<file path="config.mk">
export PLATFORM = sky130hd
export DESIGN_NAME = serial_frame_parser_router
export DESIGN_NICKNAME = d
export VERILOG_FILES = /design/src/rtl/sfpr_pkg.sv /design/src/rtl/serial_frame_parser_router.sv /design/src/rtl/sfpr_front.sv /design/src/rtl/sfpr_fifo.sv /design/src/rtl/sfpr_back.sv
export SDC_FILE = /design/constraint.sdc
export NUM_CORES = 1
export LEC_CHECK = 0
export ABC_CLOCK_PERIOD_IN_PS = 8400
export BUFFER_PORTS_ARGS = -buffer_cell sky130_fd_sc_hd__buf_4
export CAP_MARGIN = 20
export CORE_UTILIZATION = 35
export CTS_CLUSTER_SIZE = 40
export DETAILED_ROUTE_END_ITERATION = 8
export GPL_ROUTABILITY_DRIVEN = 0
export PLACE_DENSITY = 0.61
export SLEW_MARGIN = 20
export SYNTH_ARGS = -nofsm -noshare
export SYNTH_HDL_FRONTEND = slang
export SYNTH_HIERARCHICAL = 1
export SYNTH_SLANG_ARGS = --single-unit
</file>
<file path="constraint.sdc">
create_clock -name clk -period 8.4 [get_ports clk]
set_input_delay 0.42 -clock clk [delete_from_list [all_inputs] [get_ports clk]]
set_output_delay 0.42 -clock clk [all_outputs]
set_load 0.02 [all_outputs]
</file>
<file path="src/rtl/sfpr_pkg.sv">
// Shared types, constants and register map of the serial frame parser and router.
package sfpr_pkg;

	localparam int NUM_DEVICES = 4;
	localparam int NUM_SLOTS   = 4;
	localparam int FIFO_DEPTH  = 4;
	localparam int FIFO_PTR_W  = $clog2(FIFO_DEPTH);
	localparam int FIFO_CNT_W  = $clog2(FIFO_DEPTH + 1);

	localparam logic [7:0] BROADCAST_ADDR = 8'hFF;
	localparam logic [7:0] HOST_ADDR      = 8'h00;

	localparam int PADDR_W = 5;
	localparam int PDATA_W = 32;
	localparam int IN_DATA_W  = 8;
	localparam int OUT_DATA_W = 64;

	localparam logic [2:0] POS_HUNT  = 3'd0;
	localparam logic [2:0] POS_DEST  = 3'd1;
	localparam logic [2:0] POS_CHECK = 3'd7;

	localparam logic [3:0] MASK_ALL = 4'((1 << NUM_DEVICES) - 1);

	typedef enum logic [2:0] {
		REG_START_BYTE = 3'd0,
		REG_DEVICE_ID0 = 3'd1,
		REG_DEVICE_ID1 = 3'd2,
		REG_DEVICE_ID2 = 3'd3,
		REG_DEVICE_ID3 = 3'd4
	} reg_index_t;

	typedef enum logic [1:0] {
		ROUTE_BCAST = 2'd0,
		ROUTE_REPLY = 2'd1,
		ROUTE_LOCAL = 2'd2,
		ROUTE_FWD   = 2'd3
	} route_t;

	typedef logic [NUM_SLOTS-1:0][7:0] id_array_t;

	// One completed frame as handed from the parser to the router.
	typedef struct packed {
		logic       port;
		logic [7:0] check_byte;
		logic [7:0] argument_byte;
		logic [7:0] command_byte;
		logic [7:0] frame_size;
		logic [7:0] link_ctrl;
		logic [7:0] src_addr;
		logic [7:0] dest_addr;
	} frame_t;

	typedef struct packed {
		logic full;
		logic empty;
	} fifo_status_t;

endpackage

</file>
<file path="src/rtl/serial_frame_parser_router.sv">
// Top level of the serial frame parser and router with its register file.
// A frame enters the queue with the beat that carries its check byte, and
// m_axis_tvalid rises as it moves to the output register, if that is free.
// Throughput: one received byte per cycle; s_axis_tready only drops while the
// 4-entry queue is full. The router drains one frame per cycle unless stalled.
// Reset (arst_n, asynchronous): both assemblers hunt for a start byte, the
// queue and output register are empty, and registers take their defaults.
module serial_frame_parser_router (
	input  logic        clk,
	input  logic        arst_n,
	// APB-style configuration port.
	input  logic                          psel,
	input  logic                          penable,
	input  logic                          pwrite,
	input  logic [sfpr_pkg::PADDR_W-1:0]  paddr,
	input  logic [sfpr_pkg::PDATA_W-1:0]  pwdata,
	output logic [sfpr_pkg::PDATA_W-1:0]  prdata,
	output logic                          pready,
	// Received byte stream.
	input  logic                              s_axis_tvalid,
	output logic                              s_axis_tready,
	input  logic [sfpr_pkg::IN_DATA_W-1:0]    s_axis_tdata,  // [7:0] rx_byte
	input  logic                              s_axis_tuser,  // [0] rx_port
	// Completed frame stream.
	output logic                              m_axis_tvalid,
	input  logic                              m_axis_tready,
	// [7:0] dest_addr, [15:8] src_addr, [23:16] link_ctrl, [31:24] frame_size,
	// [39:32] command_byte, [47:40] argument_byte, [55:48] check_byte,
	// [57:56] route, [61:58] device_mask, [63:62] zero
	output logic [sfpr_pkg::OUT_DATA_W-1:0]   m_axis_tdata,
	output logic                              m_axis_tuser   // [0] from_port
);
	import sfpr_pkg::*;

	logic [7:0]   start_byte_q;
	id_array_t    device_id_q;
	logic         cfg_write;
	reg_index_t   reg_idx;
	logic         in_beat;
	logic         push;
	frame_t       push_frame;
	frame_t       head;
	fifo_status_t fifo_st;
	logic         pop;
	frame_t       out_frame_q;
	route_t       out_route_q;
	logic [3:0]   out_mask_q;

	// Register file. Writes land on the access cycle; unknown addresses are ignored.
	assign pready    = 1'b1;
	assign cfg_write = psel && penable && pwrite && pready;
	assign reg_idx   = reg_index_t'(paddr[PADDR_W-1:2]);

	always_ff @(posedge clk or negedge arst_n) begin
		if (!arst_n) begin
			start_byte_q   <= 8'h7E;
			device_id_q[0] <= 8'h21;
			device_id_q[1] <= 8'h22;
			device_id_q[2] <= 8'h23;
			device_id_q[3] <= 8'h24;
		end else if (cfg_write) begin
			unique case (reg_idx)
				REG_START_BYTE: start_byte_q   <= pwdata[7:0];
				REG_DEVICE_ID0: device_id_q[0] <= pwdata[7:0];
				REG_DEVICE_ID1: device_id_q[1] <= pwdata[7:0];
				REG_DEVICE_ID2: device_id_q[2] <= pwdata[7:0];
				REG_DEVICE_ID3: device_id_q[3] <= pwdata[7:0];
				default: ;
			endcase
		end
	end

	always_comb begin
		unique case (reg_idx)
			REG_START_BYTE: prdata = PDATA_W'(start_byte_q);
			REG_DEVICE_ID0: prdata = PDATA_W'(device_id_q[0]);
			REG_DEVICE_ID1: prdata = PDATA_W'(device_id_q[1]);
			REG_DEVICE_ID2: prdata = PDATA_W'(device_id_q[2]);
			REG_DEVICE_ID3: prdata = PDATA_W'(device_id_q[3]);
			default:        prdata = '0;
		endcase
	end

	// The parser takes a beat whenever the queue has room, so it keeps
	// assembling while the router waits on the master side.
	assign s_axis_tready = !fifo_st.full;
	assign in_beat       = s_axis_tvalid && s_axis_tready;

	sfpr_front u_front (
		.clk        (clk),
		.arst_n     (arst_n),
		.in_beat    (in_beat),
		.rx_port    (s_axis_tuser),
		.rx_byte    (s_axis_tdata),
		.start_byte (start_byte_q),
		.push       (push),
		.push_frame (push_frame)
	);

	sfpr_fifo u_fifo (
		.clk        (clk),
		.arst_n     (arst_n),
		.push       (push),
		.push_frame (push_frame),
		.pop        (pop),
		.head       (head),
		.status     (fifo_st)
	);

	sfpr_back u_back (
		.clk         (clk),
		.arst_n      (arst_n),
		.head        (head),
		.status      (fifo_st),
		.device_id   (device_id_q),
		.pop         (pop),
		.out_valid   (m_axis_tvalid),
		.out_ready   (m_axis_tready),
		.out_frame_q (out_frame_q),
		.out_route_q (out_route_q),
		.out_mask_q  (out_mask_q)
	);

	assign m_axis_tuser = out_frame_q.port;
	assign m_axis_tdata = {2'b00, out_mask_q, out_route_q,
		out_frame_q.check_byte, out_frame_q.argument_byte,
		out_frame_q.command_byte, out_frame_q.frame_size,
		out_frame_q.link_ctrl, out_frame_q.src_addr, out_frame_q.dest_addr};

	// A completed frame is never offered to a full queue.
	a_no_push_when_full: assert property (@(posedge clk) disable iff (!arst_n)
		!(push && fifo_st.full))
		else $error("frame pushed into a full queue");

	// Replies and forward-only frames go to no local slot.
	a_mask_empty: assert property (@(posedge clk) disable iff (!arst_n)
		m_axis_tvalid && (out_route_q == ROUTE_REPLY || out_route_q == ROUTE_FWD)
		|-> out_mask_q == '0)
		else $error("device mask set on a non-local route");

	// Local delivery names at least one slot.
	a_local_has_slot: assert property (@(posedge clk) disable iff (!arst_n)
		m_axis_tvalid && out_route_q == ROUTE_LOCAL |-> out_mask_q != '0)
		else $error("local route with empty device mask");

	// Only the broadcast destination yields the broadcast route.
	a_bcast_dest: assert property (@(posedge clk) disable iff (!arst_n)
		m_axis_tvalid && out_route_q == ROUTE_BCAST
		|-> out_frame_q.dest_addr == BROADCAST_ADDR)
		else $error("broadcast route on a unicast destination");

	// A pop from the queue always fills the output register on the next edge.
	a_pop_fills_out: assert property (@(posedge clk) disable iff (!arst_n)
		pop |=> m_axis_tvalid)
		else $error("popped frame lost before the output");

endmodule

</file>
<file path="src/rtl/sfpr_front.sv">
// Per-port frame assemblers that turn received bytes into completed frames.
module sfpr_front (
	input  logic                  clk,
	input  logic                  arst_n,
	input  logic                  in_beat,
	input  logic                  rx_port,
	input  logic [7:0]            rx_byte,
	input  logic [7:0]            start_byte,
	output logic                  push,
	output sfpr_pkg::frame_t      push_frame
);
	import sfpr_pkg::*;

	logic [1:0][2:0]      pos_q;
	logic [1:0][5:0][7:0] fields_q;
	logic [2:0]           pos;
	logic [2:0]           field_idx;

	assign pos       = pos_q[rx_port];
	assign field_idx = pos - 3'd1;

	always_ff @(posedge clk or negedge arst_n) begin
		if (!arst_n) begin
			pos_q <= '0;
		end else if (in_beat) begin
			priority if (pos == POS_HUNT) begin
				if (rx_byte == start_byte) pos_q[rx_port] <= POS_DEST;
			end else if (pos == POS_DEST && rx_port && rx_byte != HOST_ADDR) begin
				// Onward frames not addressed to the host are dropped.
				pos_q[rx_port] <= POS_HUNT;
			end else if (pos == POS_CHECK) begin
				pos_q[rx_port] <= POS_HUNT;
			end else begin
				pos_q[rx_port] <= pos + 3'd1;
			end
		end
	end

	always_ff @(posedge clk) begin
		if (in_beat && pos != POS_HUNT && pos != POS_CHECK)
			fields_q[rx_port][field_idx] <= rx_byte;
	end

	assign push = in_beat && pos == POS_CHECK;

	always_comb begin
		push_frame.port          = rx_port;
		push_frame.dest_addr     = fields_q[rx_port][0];
		push_frame.src_addr      = fields_q[rx_port][1];
		push_frame.link_ctrl     = fields_q[rx_port][2];
		push_frame.frame_size    = fields_q[rx_port][3];
		push_frame.command_byte  = fields_q[rx_port][4];
		push_frame.argument_byte = fields_q[rx_port][5];
		push_frame.check_byte    = rx_byte;
	end

endmodule

</file>
<file path="src/rtl/sfpr_fifo.sv">
// Short frame queue between the parser and the router.
module sfpr_fifo (
	input  logic                   clk,
	input  logic                   arst_n,
	input  logic                   push,
	input  sfpr_pkg::frame_t       push_frame,
	input  logic                   pop,
	output sfpr_pkg::frame_t       head,
	output sfpr_pkg::fifo_status_t status
);
	import sfpr_pkg::*;

	frame_t                 mem_q [FIFO_DEPTH];
	logic [FIFO_PTR_W-1:0]  wr_ptr_q;
	logic [FIFO_PTR_W-1:0]  rd_ptr_q;
	logic [FIFO_CNT_W-1:0]  count_q;
	logic                   do_push;
	logic                   do_pop;

	assign status.full  = count_q == FIFO_CNT_W'(FIFO_DEPTH);
	assign status.empty = count_q == '0;
	assign do_push = push && !status.full;
	assign do_pop  = pop && !status.empty;
	assign head    = mem_q[rd_ptr_q];

	always_ff @(posedge clk or negedge arst_n) begin
		if (!arst_n) begin
			wr_ptr_q <= '0;
			rd_ptr_q <= '0;
			count_q  <= '0;
		end else begin
			if (do_push) wr_ptr_q <= wr_ptr_q + 1'b1;
			if (do_pop)  rd_ptr_q <= rd_ptr_q + 1'b1;
			unique case ({do_push, do_pop})
				2'b10:   count_q <= count_q + 1'b1;
				2'b01:   count_q <= count_q - 1'b1;
				default: count_q <= count_q;
			endcase
		end
	end

	always_ff @(posedge clk) begin
		if (do_push) mem_q[wr_ptr_q] <= push_frame;
	end

endmodule

</file>
<file path="src/rtl/sfpr_back.sv">
// Routing decision and output register for completed frames.
module sfpr_back (
	input  logic                   clk,
	input  logic                   arst_n,
	input  sfpr_pkg::frame_t       head,
	input  sfpr_pkg::fifo_status_t status,
	input  sfpr_pkg::id_array_t    device_id,
	output logic                   pop,
	output logic                   out_valid,
	input  logic                   out_ready,
	output sfpr_pkg::frame_t       out_frame_q,
	output sfpr_pkg::route_t       out_route_q,
	output logic [3:0]             out_mask_q
);
	import sfpr_pkg::*;

	logic       valid_q;
	route_t     route;
	logic [3:0] mask;
	logic [3:0] match;

	always_comb begin
		match = '0;
		for (int i = 0; i < NUM_SLOTS; i++)
			if (i < NUM_DEVICES && device_id[i] == head.dest_addr) match[i] = 1'b1;
	end

	always_comb begin
		priority if (head.dest_addr == BROADCAST_ADDR) begin
			route = ROUTE_BCAST;
			mask  = MASK_ALL;
		end else if (head.dest_addr == HOST_ADDR) begin
			route = ROUTE_REPLY;
			mask  = '0;
		end else if (match != '0) begin
			route = ROUTE_LOCAL;
			mask  = match;
		end else begin
			route = ROUTE_FWD;
			mask  = '0;
		end
	end

	assign pop       = !status.empty && (!valid_q || out_ready);
	assign out_valid = valid_q;

	always_ff @(posedge clk or negedge arst_n) begin
		if (!arst_n) begin
			valid_q <= 1'b0;
		end else if (!valid_q || out_ready) begin
			valid_q <= !status.empty;
		end
	end

	always_ff @(posedge clk) begin
		if (pop) begin
			out_frame_q <= head;
			out_route_q <= route;
			out_mask_q  <= mask;
		end
	end

endmodule
</file>
Word-level counts from Yosys, hierarchy flattened
Memories as Yosys holds them, arrays and structs flattened.
Index checks and enable logic that the tools add are counted.
{ "op_classes": {"n_bitwise": 5, "n_addsub": 6, "mux": 28, "magnitude_cmp": 4, "reduce_logical": 32, "n_eq_ne": 17} }
{ "op_table": {"columns": ["cell", "count"], "rows": [
  ["48-bit 2-to-1 mux", 3],
  ["96-bit bitwise mux", 1],
  ["48-bit demux with 1-bit select", 1],
  ["8-bit equality test", 5],
  ["8-bit case mux with 5 select lines", 1],
  ["8-bit demux with 3-bit select", 1],
  ["6-bit 2-to-1 mux", 4],
  ["1-bit logical AND", 13],
  ["2-bit AND reduction", 6],
  ["3-bit equality test, second input constant", 3],
  ["3-bit logical NOT", 3],
  ["3-bit 2-to-1 mux", 3],
  ["8-bit equality test, second input constant", 1],
  ["8-bit logical NOT", 1],
  ["1-bit 2-to-1 mux", 8],
  ["4-bit 2-to-1 mux", 2],
  ["8-bit 2-to-1 mux", 1],
  ["8-bit nonzero test", 1],
  ["3-bit by 1-bit adder with 3-bit output, second input constant", 2],
  ["6-bit AND", 1],
  ["6-bit bitwise mux", 1],
  ["3-bit by 1-bit equality test with 1-bit output, second input constant", 2],
  ["3-bit by 2-bit equality test with 1-bit output, second input constant", 2],
  ["6-bit NOT", 1],
  ["other kinds (21)", 25]
]} }
{ "word_totals": {"inputBits": 53, "register_bits": 213, "mem_bits_rw": 228, "memories": 1} }
{ "mem_list": {"columns": ["memory", "words", "width", "read_ports", "rd_ports_with_merged_regs", "write_ports", "line", "text"], "rows": [
  ["u_fifo.mem_q", 4, 57, 1, 0, 1, "sfpr_fifo.sv:13", "frame_t mem_q [FIFO_DEPTH];"]
]} }

Longest topological paths before layout
{ "depth": {"word_depth": 10, "depth_mapped": 15, "depth_no_buf": 13} }

Cells and area by module
The synthesis kept the hierarchy.
{ "by_module_without_submodules": {"columns": ["module", "area_each_um2", "cells_each", "n_inst"], "rows": [
  ["sfpr_fifo", 8655.8, 336, 1],
  ["sfpr_front", 4217.8, 249, 1],
  ["sfpr_back", 2477.4, 134, 1],
  ["serial_frame_parser_router", 2139.6, 171, 1]
]} }

Least setup slack after synthesis
Ideal clock, no wire load.
{ "synth_timing": {"path_kind": "register to register", "startpoint": "register u_fifo.count_q[0]", "endpoint": "register u_fifo.count_q[2]", "required_ns": 8.321, "t_arrival_ns": 5.182, "synth_period_minus_slack_ns": 5.262, "setup_slack_ns": 3.138, "n_path_buf": 0, "path_stages_with_launch": 11, "cell_sequence": "dfrtp_1 -> or3_1 -> inv_1 -> a21oi_1 -> and2_1 -> ha_1 -> inv_1 -> fa_1 -> xor2_1 -> nor2_1 -> xor2_1"} }
{ "synth_rtl": {"columns": ["item", "line", "text"], "rows": [
  ["start, declared", "sfpr_fifo.sv:16", "logic [FIFO_CNT_W-1:0] count_q;"],
  ["start signal, assigned", "sfpr_fifo.sv:35", "2'b10: count_q <= count_q + 1'b1;"],
  ["start signal, assigned", "sfpr_fifo.sv:36", "2'b01: count_q <= count_q - 1'b1;"],
  ["start signal, assigned", "sfpr_fifo.sv:37", "default: count_q <= count_q;"]
]} }

Final worst setup path
{ "layout_timing": {"startpoint": "input s_axis_tuser", "endpoint": "memory u_fifo/mem_q[3][17] (netlist bit) (enable)"} }
{ "layout_between": {"elab_chain_cells": 7} }
{ "layout_lines": {"columns": ["item", "line", "text"], "rows": [
  ["start, declared", "serial_frame_parser_router.sv:23", "input logic s_axis_tuser,"],
  ["3-bit 2-to-1 mux (not written as such) (2 in series)", "sfpr_front.sv:19", "assign pos = pos_q[rx_port];"],
  ["3-bit equality test", "sfpr_front.sv:44", "assign push = in_beat && pos == POS_CHECK;"],
  ["1-bit logical AND", "sfpr_front.sv:44", null],
  ["named net push", "serial_frame_parser_router.sv:40", "logic push;"],
  ["1-bit logical AND", "sfpr_fifo.sv:22", "assign do_push = push && !status.full;"],
  ["1-bit 2-to-1 mux", "sfpr_fifo.sv:43", "if (do_push) mem_q[wr_ptr_q] <= push_frame;"],
  ["1-bit 2-to-1 mux (not written as such)", "sfpr_fifo.sv:43", null],
  ["end, declared", "sfpr_fifo.sv:13", null]
]} }
The timed path passes the listed nets, and every way through them passes these cells. The select of a mux whose other input is x is not followed.

==> metrics.md <==
| Metric | Value |
|---|---|
| Status | `completed` |
| RSZ-0062 raised after global routing | `false` |
| Simple-Gate Fraction of Synth Area | `roughly 3.2%` |
| EDFF count, synth | `approximately 390` |
| Layout filler cell count | `about 4400` |
| Yosys warns | `6` |
| Number of global-route vias before repair | `between 8000 and 9000` |
| DRT Pass-1 Iters | `4` |
| Leakage | `~7.0 nW` |
| Fin Clk Skew | `approximately 20 ps` |
| Ys async rst share | `between 10% and 20%` |
| Gr ovfl total | `0` |
| Final instance area | `approximately 20000 um2` |
| Die width | `between 200 and 250 um` |
| Clk buf depth | `3` |
| Chip height | `226 um` |
| Max Freq | `~260 MHz` |
| Synth Area in XOR/XNOR | `under 10%` |
| Vias | `between 8000 and 9000` |
| Worst Path Arrival | `just over 4000 ps` |
| Top FF cell, synth | `edfxtp_1` |
| CTS resizes | `0` |
| Crit share post-route | `between 40% and 50%` |
| Compound-Gate Fraction of Synth Area | `between 2 and 2.5%` |
| DRC Markers | `0` |
| VDD IR-drop max | `around 0.16 mV` |
| Yosys cell types | `56` |
| Antenna viol nets, final | `0` |
| Slew margin rel. | `32.3%` |
| M1 GR Usage | `~17%` |
| Clk sink count | `441` |
| Post-synthesis sequential area ratio | `between 70 and 80%` |
| Row count | `slightly above 80` |
| Initial antenna violation count | `0` |
| Hpwl dp | `approximately 20000 um` |
| Worst-path clk slew | `approximately 60 ps` |
| I/O Pins | `between 150 and 200` |
| Maxcap violations | `0` |
| CTS HTree Levels | `2` |
| Final net count | `between 1000 and 1500` |
| Pin count of the biggest net entering global routing | `68` |
| HP Class | `input pin to flip-flop` |
| Worst-path fanout max | `67` |
| Largest family of logic cells by synthesized area | `multiplexers` |
| R2r setup slk | `between 4000 and 5000 ps` |
| Setup violators final | `0` |
| Later-pin clock latency in the skew report | `between 500 and 600 ps` |
| Diodes inserted | `0` |
| Tmin final | `between 3000 and 4000 ps` |
| Met2 GRT Util | `around a quarter` |
| Worst path required time | `8610 ps` |
| Synth area leaders | `edfxtp_1, mux4_2, mux2_2` |
| PD cells | `roughly 320 nW/um2` |
| IO Port Bufs | `about 100` |
| Syn_area_per_cell | `19.7 um2` |
| Worst setup path class | `input pin to flip-flop` |
| Cts hold-fix bufs | `1` |
| Initial Util | `35.6%` |
| Adder-cell share of the synthesized area | `0.830%` |
| 1st-iter DRT viols | `494` |
| CTS Buf Count | `between 40 and 50` |
| Core ar. | `49200 um2` |
| Synth area leader | `edfxtp_1` |
| Max Slew Vio Count | `0` |
| Total wire length | `around 34000 um` |
| Gr usage total | `a little over an eighth` |
| TNS Setup | `0 ps` |
| Share of layout cells above drive strength 1 | `between 30 and 40%` |
| First-pass GRT wire length | `51800 um` |
| Count of mapped cells out of synthesis | `890` |
| Mux contribution to synthesized area | `between 10% and 20%` |
| Routed len/inst | `~20 um` |
| Slew @ Worst Pin | `roughly 1000 ps` |
| Post-synth top area share | `about two thirds` |
| Grt peak-use layer | `met2` |
| Clock root cell | `clkbuf_16` |
| #FFs+latches synth | `441` |
| Endpoints failing hold | `0` |
| CTS tree | `done` |
| Synth top cells by count | `edfxtp_1, mux2_2, mux4_2` |
| Layout area overhead | `15.7%` |
| Post-CTS Setup Inserts | `0` |
| Post-Syn Area | `roughly 17000 um2` |
| Placed Area | `about 19000 um2` |
| Met3 usage | `between 2 and 3%` |
| Die Area | `between 50000 and 60000 um2` |
| Nature of the critical path endpoint | `flip-flop` |
| Critical path launch point type | `input pin` |
| Routed vias/inst | `between 4 and 5` |
| Most frequent cell after synthesis | `edfxtp_1` |
-- flip-flops by register name, summed over array words and instances, names as in the netlist --
register / count
u_front/pos_q: 6
u_fifo/mem_q: 228
u_back/out_valid: 1
u_back/out_route_q: 2
u_fifo/rd_ptr_q: 2
start_byte_q: 8
u_fifo/wr_ptr_q: 2
u_front/fields_q: 96
u_back/out_frame_q: 57
device_id_q: 32
u_back/out_mask_q: 4
u_fifo/count_q: 3
-- per-stage QoR --
step	util, %	setup slack, ps	hold WS, ps	std cells	total power [mW]
6_report	41.2	4590	54.3	1697	6.57
2_1_floorplan	-	3140	124	915	4.12
3_3_place_gp	38.0	4000	465	1610	4.57
5_1_grt	41.2	4270	42.5	1697	6.88
4_1_cts	41.2	4530	24.8	1697	6.68
3_5_place_dp	38.0	3930	472	1610	4.59
-- power by group --
part	switching (mW)	internal [mW]
combinational	0.882	0.651
sequential	0.161	2.81
clock	0.854	1.21
total	1.90	4.67
-- metal layers --
| layer | up-vias | part of all wire [%] |
|---|---|---|
| li1 | 3644 | - |
| met1 | 4248 | 42 |
| met2 | 181 | 51 |
| met3 | 44 | 4.6 |
| met4 | 0 | 2.1 |
| met5 | - | 0 |
-- layout by cell type, fill, tap and decap left out, types with 3 or more instances in the layout --
master / n
nor4_1: 10
nor2_1: 19
mux4_2: 57
and2_2: 4
nor2b_1: 4
mux2_2: 96
xor2_1: 35
clkinv_2: 12
inv_1: 16
dfrtp_1: 37
xnor2_1: 11
ha_1: 10
o21ai_0: 6
nor3b_1: 9
mux2i_1: 6
clkbuf_1: 7
clkinv_1: 7
bufinv_16: 5
a22oi_1: 7
clkbuf_16: 47
o22ai_1: 7
inv_6: 3
nand2_1: 14
a21oi_1: 13
dfstp_2: 15
edfxtp_1: 387
nand4_1: 6
conb_1: 27
buf_4: 106
o211ai_1: 3
-- layout make-up --
class	instances	area [um2]	area share [%]
sequential	441	13000	64.2
tap	664	831	4.11
timing repair buffer	107	806	3.98
clock inverter	30	314	1.55
multi-input combinational	383	3990	19.7
inverter	16	60.1	0.297
clock buffer	56	1230	6.08
-- path summary, 6_finish.rpt --
| check | startpoint | end | cells past startpoint |
|---|---|---|---|
| setup reg to reg | u_fifo/count_q[2]$_DFFE_PN0P_ | u_fifo/mem_q[3][17]$_DFFE_PP_ | 6 |
| hold / removal | m_axis_tready | u_back/out_valid$_DFFE_PN0N_ | 2 |
| hold reg to reg | u_fifo/count_q[2]$_DFFE_PN0P_ | u_fifo/count_q[2]$_DFFE_PN0P_ | 1 |
| min in group asynchronous | arst_n | device_id_q[3]$_DFFE_PN0P_ | 2 |
| max in group asynchronous | arst_n | u_fifo/rd_ptr_q[0]$_DFFE_PN0P_ | 2 |
| setup / recovery | s_axis_tuser | u_fifo/mem_q[3][17]$_DFFE_PP_ | 9 |
-- worst max-delay path, cell delays in order --
cell and delay (ps):
buf_4 630, mux2i_1 280, inv_1 160, ha_1 160, ha_1 310, and2_1 170
nor2b_1 380, and2_2 880, buf_4 540
-- cell families (layout without fill, tap and decap cells) --
group	after synthesis	in the layout
XOR/XNOR	46	46
other	2	27
AO/OA/AOI/OAI	51	51
multiplexers	159	159
AND/OR/NAND/NOR	89	89
flip-flops	441	441
adder cells (fa/ha/maj)	11	11
buffers and inverters	91	209
Note: power is estimated with default switching activity, not from simulation.
